$ cat config.mk
export PLATFORM = sky130hd
export DESIGN_NAME = base64url_decoder_top_flat
export DESIGN_NICKNAME = d
export VERILOG_FILES = /design/src/sv/b64d_pkg.sv /design/src/sv/b64d_if.sv /design/src/sv/b64d_front.sv /design/src/sv/b64d_fifo.sv /design/src/sv/b64d_back.sv /design/src/sv/base64url_decoder_top.sv /design/src/flat_wrapper.sv
export SDC_FILE = /design/constraint.sdc
export NUM_CORES = 1
export LEC_CHECK = 0
export ABC_AREA = 1
export BUFFER_PORTS_ARGS = -buffer_cell sky130_fd_sc_hd__buf_2
export CAP_MARGIN = 20
export CORE_ASPECT_RATIO = 0.75
export CORE_MARGIN = 2
export CORE_UTILIZATION = 62
export DETAILED_ROUTE_END_ITERATION = 6
export PLACE_DENSITY_LB_ADDON = 0.2
export SYNTH_ARGS = -nofsm -noshare
export SYNTH_HDL_FRONTEND = slang
export SYNTH_SLANG_ARGS = --single-unit
$ cat constraint.sdc
create_clock -name clk_i -period 3.15 [get_ports clk_i]
set_clock_uncertainty 0.2 [all_clocks]
set_input_delay 0.4725 -clock clk_i [delete_from_list [all_inputs] [get_ports clk_i]]
set_output_delay 0.4725 -clock clk_i [all_outputs]
set_load 0.05 [all_outputs]
$ cat src/sv/b64d_pkg.sv
// ----------------------------------------------------------------------------
// b64d_pkg: shared types, constants and the character classifier
// Holds the group type that passes from the front end to the back end and
// the status and sextet codes.
// ----------------------------------------------------------------------------
`default_nettype none

package b64d_pkg;

  // Status codes carried on the final result of a string
  localparam logic [1:0] ST_OK       = 2'd0;
  localparam logic [1:0] ST_BAD_CHAR = 2'd1;
  localparam logic [1:0] ST_BAD_LEN  = 2'd2;

  // Classifier codes: 0..63 are sextet values
  localparam logic [6:0] SX_PAD = 7'd64;
  localparam logic [6:0] SX_BAD = 7'd65;

  // Alphabet offsets
  localparam logic [7:0] LOWER_BASE = 8'd26;
  localparam logic [7:0] DIGIT_BASE = 8'd52;
  localparam logic [6:0] SX_62      = 7'd62;
  localparam logic [6:0] SX_63      = 7'd63;

  // One group of results: up to three items produced by one input item
  typedef struct packed {
    logic [2:0][7:0] bytes;     // bytes[0] goes out first
    logic [1:0]      last_idx;  // index of the last item in the group
    logic            has_data;  // byte_valid of every item in the group
    logic [1:0]      status;    // status of the last item
    logic            is_final;  // last item closes the string
  } group_t;

  // Head of the group queue as seen by the back end
  typedef struct packed {
    logic   valid;
    group_t grp;
  } head_t;

  // Map a character code onto its sextet, the pad code or the bad code
  function automatic logic [6:0] b64d_sextet(input logic [7:0] ch);
    logic [6:0] sx;
    sx = SX_BAD;
    case (ch) inside
      [8'h41:8'h5A]: sx = 7'(ch - 8'h41);               // A-Z
      [8'h61:8'h7A]: sx = 7'(ch - 8'h61 + LOWER_BASE);  // a-z
      [8'h30:8'h39]: sx = 7'(ch - 8'h30 + DIGIT_BASE);  // 0-9
      8'h2B, 8'h2D:  sx = SX_62;                        // + or -
      8'h2F, 8'h5F:  sx = SX_63;                        // / or _
      8'h3D:         sx = SX_PAD;                       // =
      default:       sx = SX_BAD;
    endcase
    return sx;
  endfunction

endpackage

`default_nettype wire

$ cat src/sv/b64d_if.sv
// ----------------------------------------------------------------------------
// b64d_in_if / b64d_out_if: valid/ready channels of the decoder
// Input carries one character per item, output one decoded result per item.
// ----------------------------------------------------------------------------
`default_nettype none

interface b64d_in_if;
  logic       valid;
  logic       ready;
  logic [7:0] char_code;
  logic       end_of_text;

  modport source (output valid, output char_code, output end_of_text, input ready);
  modport sink   (input valid, input char_code, input end_of_text, output ready);
endinterface

interface b64d_out_if;
  logic       valid;
  logic       ready;
  logic [7:0] data_byte;
  logic       byte_valid;
  logic [1:0] status;
  logic       final_result;

  modport source (output valid, output data_byte, output byte_valid,
                  output status, output final_result, input ready);
  modport sink   (input valid, input data_byte, input byte_valid,
                  input status, input final_result, output ready);
endinterface

`default_nettype wire

$ cat src/sv/b64d_front.sv
// ----------------------------------------------------------------------------
// b64d_front: character intake and sextet accumulation
// Classifies each character, collects sextets and pushes one group of
// results into the queue whenever an item produces output.
// ----------------------------------------------------------------------------
`default_nettype none

module b64d_front (
  input  wire                   clk_i,
  input  wire                   rst_ni,
  b64d_in_if.sink               in_i,
  input  wire                   full_i,
  output logic                  push_o,
  output b64d_pkg::group_t      grp_o
);
  import b64d_pkg::*;

  logic [17:0] acc_q, acc_d;
  logic [1:0]  cnt_q, cnt_d;
  logic        bad_q, bad_d;

  logic [6:0]  sx;
  logic        accept, is_bad, is_data, bad_now, grp_done;
  logic [23:0] word;

  assign in_i.ready = !full_i;
  assign accept     = in_i.valid && !full_i;

  // Classification
  assign sx       = b64d_sextet(in_i.char_code);
  assign is_bad   = (sx == SX_BAD);
  assign is_data  = !sx[6];
  assign bad_now  = bad_q || is_bad;
  assign grp_done = !bad_now && is_data && (cnt_q == 2'd3);
  assign word     = {acc_q[17:0], sx[5:0]};

  // Accumulator update and group build
  always_comb begin
    acc_d  = acc_q;
    cnt_d  = cnt_q;
    bad_d  = bad_q;
    push_o = 1'b0;
    grp_o  = '0;
    grp_o.status = ST_OK;
    if (accept) begin
      if (is_bad) begin
        bad_d = 1'b1;
      end
      if (grp_done) begin
        push_o         = 1'b1;
        grp_o.bytes[0] = word[23:16];
        grp_o.bytes[1] = word[15:8];
        grp_o.bytes[2] = word[7:0];
        grp_o.last_idx = 2'd2;
        grp_o.has_data = 1'b1;
        grp_o.is_final = in_i.end_of_text;
        acc_d          = '0;
        cnt_d          = '0;
      end else if (!bad_now && is_data) begin
        acc_d = {acc_q[11:0], sx[5:0]};
        cnt_d = cnt_q + 2'd1;
      end

      // End of string without a completed group: flush the leftover
      if (in_i.end_of_text && !grp_done) begin
        push_o         = 1'b1;
        grp_o.is_final = 1'b1;
        if (bad_now) begin
          grp_o.status = ST_BAD_CHAR;
        end else begin
          case (cnt_d)
            2'd1: grp_o.status = ST_BAD_LEN;
            2'd2: begin
              grp_o.bytes[0] = acc_d[11:4];
              grp_o.has_data = 1'b1;
            end
            2'd3: begin
              grp_o.bytes[0] = acc_d[17:10];
              grp_o.bytes[1] = acc_d[9:2];
              grp_o.last_idx = 2'd1;
              grp_o.has_data = 1'b1;
            end
            default: grp_o.status = ST_OK;
          endcase
        end
      end

      if (in_i.end_of_text) begin
        acc_d = '0;
        cnt_d = '0;
        bad_d = 1'b0;
      end
    end
  end

  always_ff @(posedge clk_i or negedge rst_ni) begin
    if (!rst_ni) begin
      acc_q <= '0;
      cnt_q <= '0;
      bad_q <= 1'b0;
    end else begin
      acc_q <= acc_d;
      cnt_q <= cnt_d;
      bad_q <= bad_d;
    end
  end

endmodule

`default_nettype wire

$ cat src/sv/b64d_fifo.sv
// ----------------------------------------------------------------------------
// b64d_fifo: short group queue between front and back end
// Holds pending result groups so that intake and output stall independently.
// ----------------------------------------------------------------------------
`default_nettype none

module b64d_fifo #(
  parameter int DEPTH = 4
) (
  input  wire                   clk_i,
  input  wire                   rst_ni,
  input  wire                   push_i,
  input  b64d_pkg::group_t      grp_i,
  output logic                  full_o,
  input  wire                   pop_i,
  output b64d_pkg::head_t       head_o
);
  import b64d_pkg::*;

  localparam int PW = (DEPTH > 1) ? $clog2(DEPTH) : 1;
  localparam int CW = $clog2(DEPTH + 1);

  group_t        mem_q [DEPTH];
  logic [PW-1:0] wr_q, wr_d, rd_q, rd_d;
  logic [CW-1:0] cnt_q, cnt_d;

  assign full_o       = (cnt_q == CW'(DEPTH));
  assign head_o.valid = (cnt_q != '0);
  assign head_o.grp   = mem_q[rd_q];

  // Pointer and fill update
  always_comb begin
    wr_d  = wr_q;
    rd_d  = rd_q;
    cnt_d = cnt_q;
    if (push_i) begin
      wr_d = (wr_q == PW'(DEPTH - 1)) ? '0 : wr_q + 1'b1;
    end
    if (pop_i) begin
      rd_d = (rd_q == PW'(DEPTH - 1)) ? '0 : rd_q + 1'b1;
    end
    if (push_i && !pop_i) begin
      cnt_d = cnt_q + 1'b1;
    end else if (pop_i && !push_i) begin
      cnt_d = cnt_q - 1'b1;
    end
  end

  always_ff @(posedge clk_i or negedge rst_ni) begin
    if (!rst_ni) begin
      wr_q  <= '0;
      rd_q  <= '0;
      cnt_q <= '0;
    end else begin
      wr_q  <= wr_d;
      rd_q  <= rd_d;
      cnt_q <= cnt_d;
    end
  end

  // Storage
  always_ff @(posedge clk_i) begin
    if (push_i) begin
      mem_q[wr_q] <= grp_i;
    end
  end

  // Checks
  a_no_overflow: assert property (@(posedge clk_i) disable iff (!rst_ni)
    push_i |-> (!full_o || pop_i))
    else $error("group pushed into a full queue");

  a_no_underflow: assert property (@(posedge clk_i) disable iff (!rst_ni)
    pop_i |-> head_o.valid)
    else $error("group popped from an empty queue");

  a_fill_bound: assert property (@(posedge clk_i) disable iff (!rst_ni)
    cnt_q <= CW'(DEPTH))
    else $error("queue fill count out of range");

endmodule

`default_nettype wire

$ cat src/sv/b64d_back.sv
// ----------------------------------------------------------------------------
// b64d_back: result serializer
// Walks the head group one item per cycle, while the output is not stalled,
// into the output register and pops the group after its last item.
// ----------------------------------------------------------------------------
`default_nettype none

module b64d_back (
  input  wire                   clk_i,
  input  wire                   rst_ni,
  input  b64d_pkg::head_t       head_i,
  output logic                  pop_o,
  b64d_out_if.source            out_o
);
  import b64d_pkg::*;

  logic [1:0] idx_q, idx_d;
  logic       ov_q, ov_d;
  logic [7:0] data_q, data_d;
  logic       bv_q, bv_d;
  logic [1:0] st_q, st_d;
  logic       fin_q, fin_d;
  logic       load, take, last;

  assign load = !ov_q || out_o.ready;
  assign take = load && head_i.valid;
  assign last = (idx_q == head_i.grp.last_idx);

  // Next output item
  always_comb begin
    idx_d  = idx_q;
    ov_d   = ov_q;
    data_d = data_q;
    bv_d   = bv_q;
    st_d   = st_q;
    fin_d  = fin_q;
    pop_o  = 1'b0;
    if (take) begin
      ov_d   = 1'b1;
      data_d = head_i.grp.bytes[idx_q];
      bv_d   = head_i.grp.has_data;
      st_d   = last ? head_i.grp.status : ST_OK;
      fin_d  = last && head_i.grp.is_final;
      pop_o  = last;
      idx_d  = last ? 2'd0 : idx_q + 2'd1;
    end else if (out_o.ready) begin
      ov_d = 1'b0;
    end
  end

  always_ff @(posedge clk_i or negedge rst_ni) begin
    if (!rst_ni) begin
      idx_q <= '0;
      ov_q  <= 1'b0;
    end else begin
      idx_q <= idx_d;
      ov_q  <= ov_d;
    end
  end

  always_ff @(posedge clk_i) begin
    data_q <= data_d;
    bv_q   <= bv_d;
    st_q   <= st_d;
    fin_q  <= fin_d;
  end

  assign out_o.valid        = ov_q;
  assign out_o.data_byte    = data_q;
  assign out_o.byte_valid   = bv_q;
  assign out_o.status       = st_q;
  assign out_o.final_result = fin_q;

endmodule

`default_nettype wire

$ cat src/sv/base64url_decoder_top.sv
// ----------------------------------------------------------------------------
// base64url_decoder_top: streaming base64 / base64url decoder
// Standard and URL-safe alphabets, pad characters skipped, status on the
// final result of each string.
// ----------------------------------------------------------------------------
//
//   port    dir  item contents
//   in_i    in   char_code[7:0], end_of_text
//   out_o   out  data_byte[7:0], byte_valid, status[1:0], final_result
//
// Intake takes one character per cycle while the group queue has room.
// Output gives one result per cycle while out_o.ready is high, from a registered
// stage; a group of three bytes leaves as three results.
// A character's results pass through the group queue and then the output register.
// Reset clears the accumulator, the queue and the output stage.
// A stalled output fills the queue of FIFO_DEPTH groups, then intake stalls.
`default_nettype none

module base64url_decoder_top #(
  parameter int FIFO_DEPTH = 4
) (
  input  wire         clk_i,
  input  wire         rst_ni,
  b64d_in_if.sink     in_i,
  b64d_out_if.source  out_o
);
  import b64d_pkg::*;

  logic   push, full, pop;
  group_t grp;
  head_t  head;

  b64d_front u_front (
    .clk_i  (clk_i),
    .rst_ni (rst_ni),
    .in_i   (in_i),
    .full_i (full),
    .push_o (push),
    .grp_o  (grp)
  );

  b64d_fifo #(
    .DEPTH (FIFO_DEPTH)
  ) u_fifo (
    .clk_i  (clk_i),
    .rst_ni (rst_ni),
    .push_i (push),
    .grp_i  (grp),
    .full_o (full),
    .pop_i  (pop),
    .head_o (head)
  );

  b64d_back u_back (
    .clk_i  (clk_i),
    .rst_ni (rst_ni),
    .head_i (head),
    .pop_o  (pop),
    .out_o  (out_o)
  );

endmodule

`default_nettype wire

$ cat src/flat_wrapper.sv
// flat-port wrapper written by rule: the top's interface ports become plain ports
module base64url_decoder_top_flat import b64d_pkg::*;
#(
  parameter int FIFO_DEPTH = 4
)
  (clk_i, rst_ni, in_i_valid, in_i_char_code, in_i_end_of_text, in_i_ready, out_o_valid, out_o_data_byte, out_o_byte_valid, out_o_status, out_o_final_result, out_o_ready);
  b64d_in_if in_i_i ();
  b64d_out_if out_o_i ();
  input  wire clk_i;
  input  wire rst_ni;
  input wire logic [$bits(in_i_i.valid)-1:0] in_i_valid;
  input wire logic [$bits(in_i_i.char_code)-1:0] in_i_char_code;
  input wire logic [$bits(in_i_i.end_of_text)-1:0] in_i_end_of_text;
  output wire logic [$bits(in_i_i.ready)-1:0] in_i_ready;
  output wire logic [$bits(out_o_i.valid)-1:0] out_o_valid;
  output wire logic [$bits(out_o_i.data_byte)-1:0] out_o_data_byte;
  output wire logic [$bits(out_o_i.byte_valid)-1:0] out_o_byte_valid;
  output wire logic [$bits(out_o_i.status)-1:0] out_o_status;
  output wire logic [$bits(out_o_i.final_result)-1:0] out_o_final_result;
  input wire logic [$bits(out_o_i.ready)-1:0] out_o_ready;
  assign in_i_i.valid = in_i_valid;
  assign in_i_i.char_code = in_i_char_code;
  assign in_i_i.end_of_text = in_i_end_of_text;
  assign in_i_ready = in_i_i.ready;
  assign out_o_valid = out_o_i.valid;
  assign out_o_data_byte = out_o_i.data_byte;
  assign out_o_byte_valid = out_o_i.byte_valid;
  assign out_o_status = out_o_i.status;
  assign out_o_final_result = out_o_i.final_result;
  assign out_o_i.ready = out_o_ready;
  base64url_decoder_top #(.FIFO_DEPTH(FIFO_DEPTH)) u_core (.clk_i(clk_i), .rst_ni(rst_ni), .in_i(in_i_i), .out_o(out_o_i));
endmodule
==> out/qor.txt <==
synthesized-area fraction occupied by adder cells - 0.02774
Wirelength per Cell - 18.88 um
status - complete, no violations
Syn Std Cell Area - 7939 sq um
Detail Route Antenna Nets - 0
Post-Synthesis Cells - 799
vias per cell - 5.973
Detail Placement HPWL - 13,100 um
register bit count reported by yosys - 163
fin crit share - 0.9052
unrepaired setup endpoints after global routing - no
CORE AREA - 12,390 sq um
kind of start point of the critical path - primary input
Slew @ Worst Pin - 0.8787 ns
dpl cell area - 8672 sq um
peak supply drop - 0.5467 mV
Antenna diodes - 0
Hold Path Class - in -> reg
CTS tree - yes
PortBufs - 26
drt initial violations - 627
Die H - 102.0 um
sequential area share after synthesis - 0.5970
simple-gate share of the synthesized area - 0.2060
Setup-failing EPs final - 0
fmax - 350.7 MHz
CP arrival - 2.78 ns
gr ovfl total - 0
Max-Cap Viols - 0
vias in the first global route - 5,917
number of library cell types mapped by synthesis - 39
syn_area_per_cell - 9.936 sq um
worst-path fanout max - 7
Total GRT Usage - 0.3052
hold slack - 0.07386 ns
initial antenna violation count - 0
Slew Limit Fails - 0
share of layout cells above drive strength 1 - 0.1892
internal power - 4.713 mW
Lkg Pwr - 3.843 nW
Clk pwr share - 0.272
number of H-tree levels - 4
area grow syn2layout - 16.86%
worst r2r src - u_core.u_fifo.rd_q[0]
minimum clock period after layout - 2.851 ns
post-route cell area - 9278 sq um
largest family of logic cells by synthesized area - simple AND/OR/NAND/NOR gates
largest net degree at the start of global routing - 56
PwrDens - 822.3 nW/um^2
Clock transition at path regs - 0.06 ns
post-layout util - 0.7486
Setup crit start - in_i_char_code[0]
setup ws final - 0.2987 ns
P_sw - 2.916 mW
Switching Fraction - 0.3822
multiplexer share of the synthesized area - 0
Setup Fix Bufs, Post-CTS - 0
cell row count - 35
later-pin clock latency in the skew report - 0.41 ns
Residual DRC - 0
Slew Limit Headroom - 0.4120
DP Worst Slack - -0.08076 ns
first-pass GRT wire length - 31,280 um
Critical Path RT - 3.08 ns
Longest Clk Path Bufs - 2
die area - 13,740 sq um
Worst Setup End Kind - flip-flop
CTS Sinks - 163
via count - 6,296
Worst Hold Launch - out_o_ready
final hold vios - 0
Flop pwr share - 0.373
Starting Density - 0.6406
Comb power frac - 0.355
Synth Area in Compound Gates - 0.1056
# nets final - 906
GPL Wtd Cong - 0.9256
post-CTS sizing - 0
fill count - 818
I/O pin total - 27
Synthesized Nets - 829
Setup Crit Path Kind - in -> reg
setup TNS - 0 ns
DR pass1 iterations - 5
hold buffers post-CTS - 1
post-synthesis xor/xnor area fraction - 0.01214
final WL - 19,900 um
YS warnings - 0
Root Driver - clkbuf_16
die width - 134.7 um
TritonCTS Buffers - 17
[sequential cells by signal, summed over array words and instances (netlist names)]
name and flops:
u_core.u_back.out_o.final_result 1, u_core.u_back.idx_q 2, u_core.u_back.out_o.valid 1, u_core.u_back.out_o.byte_valid 1
u_core.u_fifo.mem_q 120, u_core.u_fifo.cnt_q 3, u_core.u_fifo.wr_q 2, u_core.u_fifo.rd_q 2
u_core.u_back.out_o.data_byte 8, u_core.u_front.acc_q 18, u_core.u_front.bad_q 1, u_core.u_front.cnt_q 2
u_core.u_back.out_o.status 2
[final timing paths]
path | endpoint | cells past startpoint | slack, ns
setup reg to reg | u_core.u_fifo.cnt_q[2] | 13 | 0.35
max in group asynchronous | u_core.u_front.acc_q[1] | 2 | 1.83
min in group asynchronous | u_core.u_front.acc_q[15] | 2 | 0.45
setup / recovery | u_core.u_fifo.mem_q[0][2] | 19 | 0.30
hold / removal | u_core.u_back.out_o.valid | 2 | 0.07
hold reg to reg | u_core.u_front.acc_q[15] | 2 | 0.31
[synthesized netlist by cell type, drive strengths merged]
cell	n	area, sq um
a21oi	14	70.07
a32o	4	40.04
inv	64	245.2
o21ai	93	480.5
dfrtp	31	775.7
xor2	9	78.83
nand2	176	688.2
edfxtp	132	3964
nor2	107	466.7
buf	8	62.55
nand3b	2	15.01
o22ai	17	106.4
nand4	7	43.79
clkinv	2	7.510
a31oi	1	6.260
fa	1	20.02
nand3	67	387.9
nor3	4	25.02
xnor2	2	17.52
o221ai	12	105.1
ha	16	200.2
o211ai	4	30.03
or2	1	8.760
clkbuf	25	93.84
[power by group through the flow]
stage	clock, mW	sequential [mW]	combinational (mW)
after floorplan	0	3.17	1.50
after global placement	0	2.87	2.53
after detailed placement	0	2.88	2.65
after CTS	2.08	2.84	2.69
after global routing	2.18	2.87	2.92
final	2.07	2.84	2.71
[cells in the final DEF, fill, tap and decap left out, types with 3 or more instances in the layout]
| cell | count |
|---|---|
| nand2_2 | 6 |
| buf_2 | 26 |
| nand3_2 | 3 |
| o221ai_1 | 12 |
| ha_1 | 15 |
| nand2_1 | 168 |
| nand3_4 | 3 |
| nor2_4 | 7 |
| o211ai_1 | 4 |
| clkinvlp_4 | 3 |
| dfrtp_1 | 31 |
| clkbuf_16 | 17 |
| buf_12 | 4 |
| nand3_1 | 61 |
| a32o_1 | 4 |
| inv_6 | 6 |
| edfxtp_1 | 132 |
| nor2_1 | 91 |
| inv_1 | 53 |
| a21oi_1 | 14 |
| buf_4 | 60 |
| o22ai_1 | 17 |
| xor2_1 | 9 |
| nor3_1 | 3 |
| inv_2 | 10 |
| nand4_1 | 7 |
| o21ai_0 | 90 |
| nor2_2 | 9 |
[metal layers]
| metal | global-route usage | wire length, um |
|---|---|---|
| met2 | 0.4889 | 9383 |
| met4 | 0.09231 | 296 |
| met1 | 0.4379 | 8460 |
| met3 | 0.05010 | 1756 |
| met5 | 0 | 0 |
[final cells by class]
class	count	area (sq um)	share of cell area
clock inverter	14	170.2	0.01834
tap	166	207.7	0.02239
timing repair buffer	91	670.6	0.07229
multi-input combinational	537	2811	0.3030
sequential	163	4740	0.5109
clock buffer	17	425.4	0.04585
inverter	66	252.7	0.02724
[critical path, cell delays in order]
cell and delay [ns]:
buf_2 0.12, inv_1 0.06, ha_1 0.20, inv_1 0.08, nand2_1 0.09, nand2_1 0.10
nor2_1 0.06, nor2_2 0.12, nand2_2 0.08, buf_4 0.16, inv_1 0.08, nand2_1 0.06
o21ai_1 0.09, inv_1 0.08, nand3_1 0.08, nor2_1 0.05, nand2_2 0.12, nand3_4 0.12
nor3_1 0.55
[per-stage QoR]
stage,instances,power (mW)
floorplan,799,4.663
detailed placement,1022,5.538
global placement,1022,5.397
CTS,1054,7.611
finish,1054,7.629
global route,1054,7.971
[cell families (layout without fill, tap and decap cells)]
| kind of cell | count (synthesis) | after routing |
|---|---|---|
| compound gates | 145 | 145 |
| xor+xnor | 11 | 11 |
| fa+ha+maj | 17 | 17 |
| buf+inv | 99 | 188 |
| flops | 163 | 163 |
| simple gates | 364 | 364 |
Note: power is estimated with default switching activity, not from simulation.
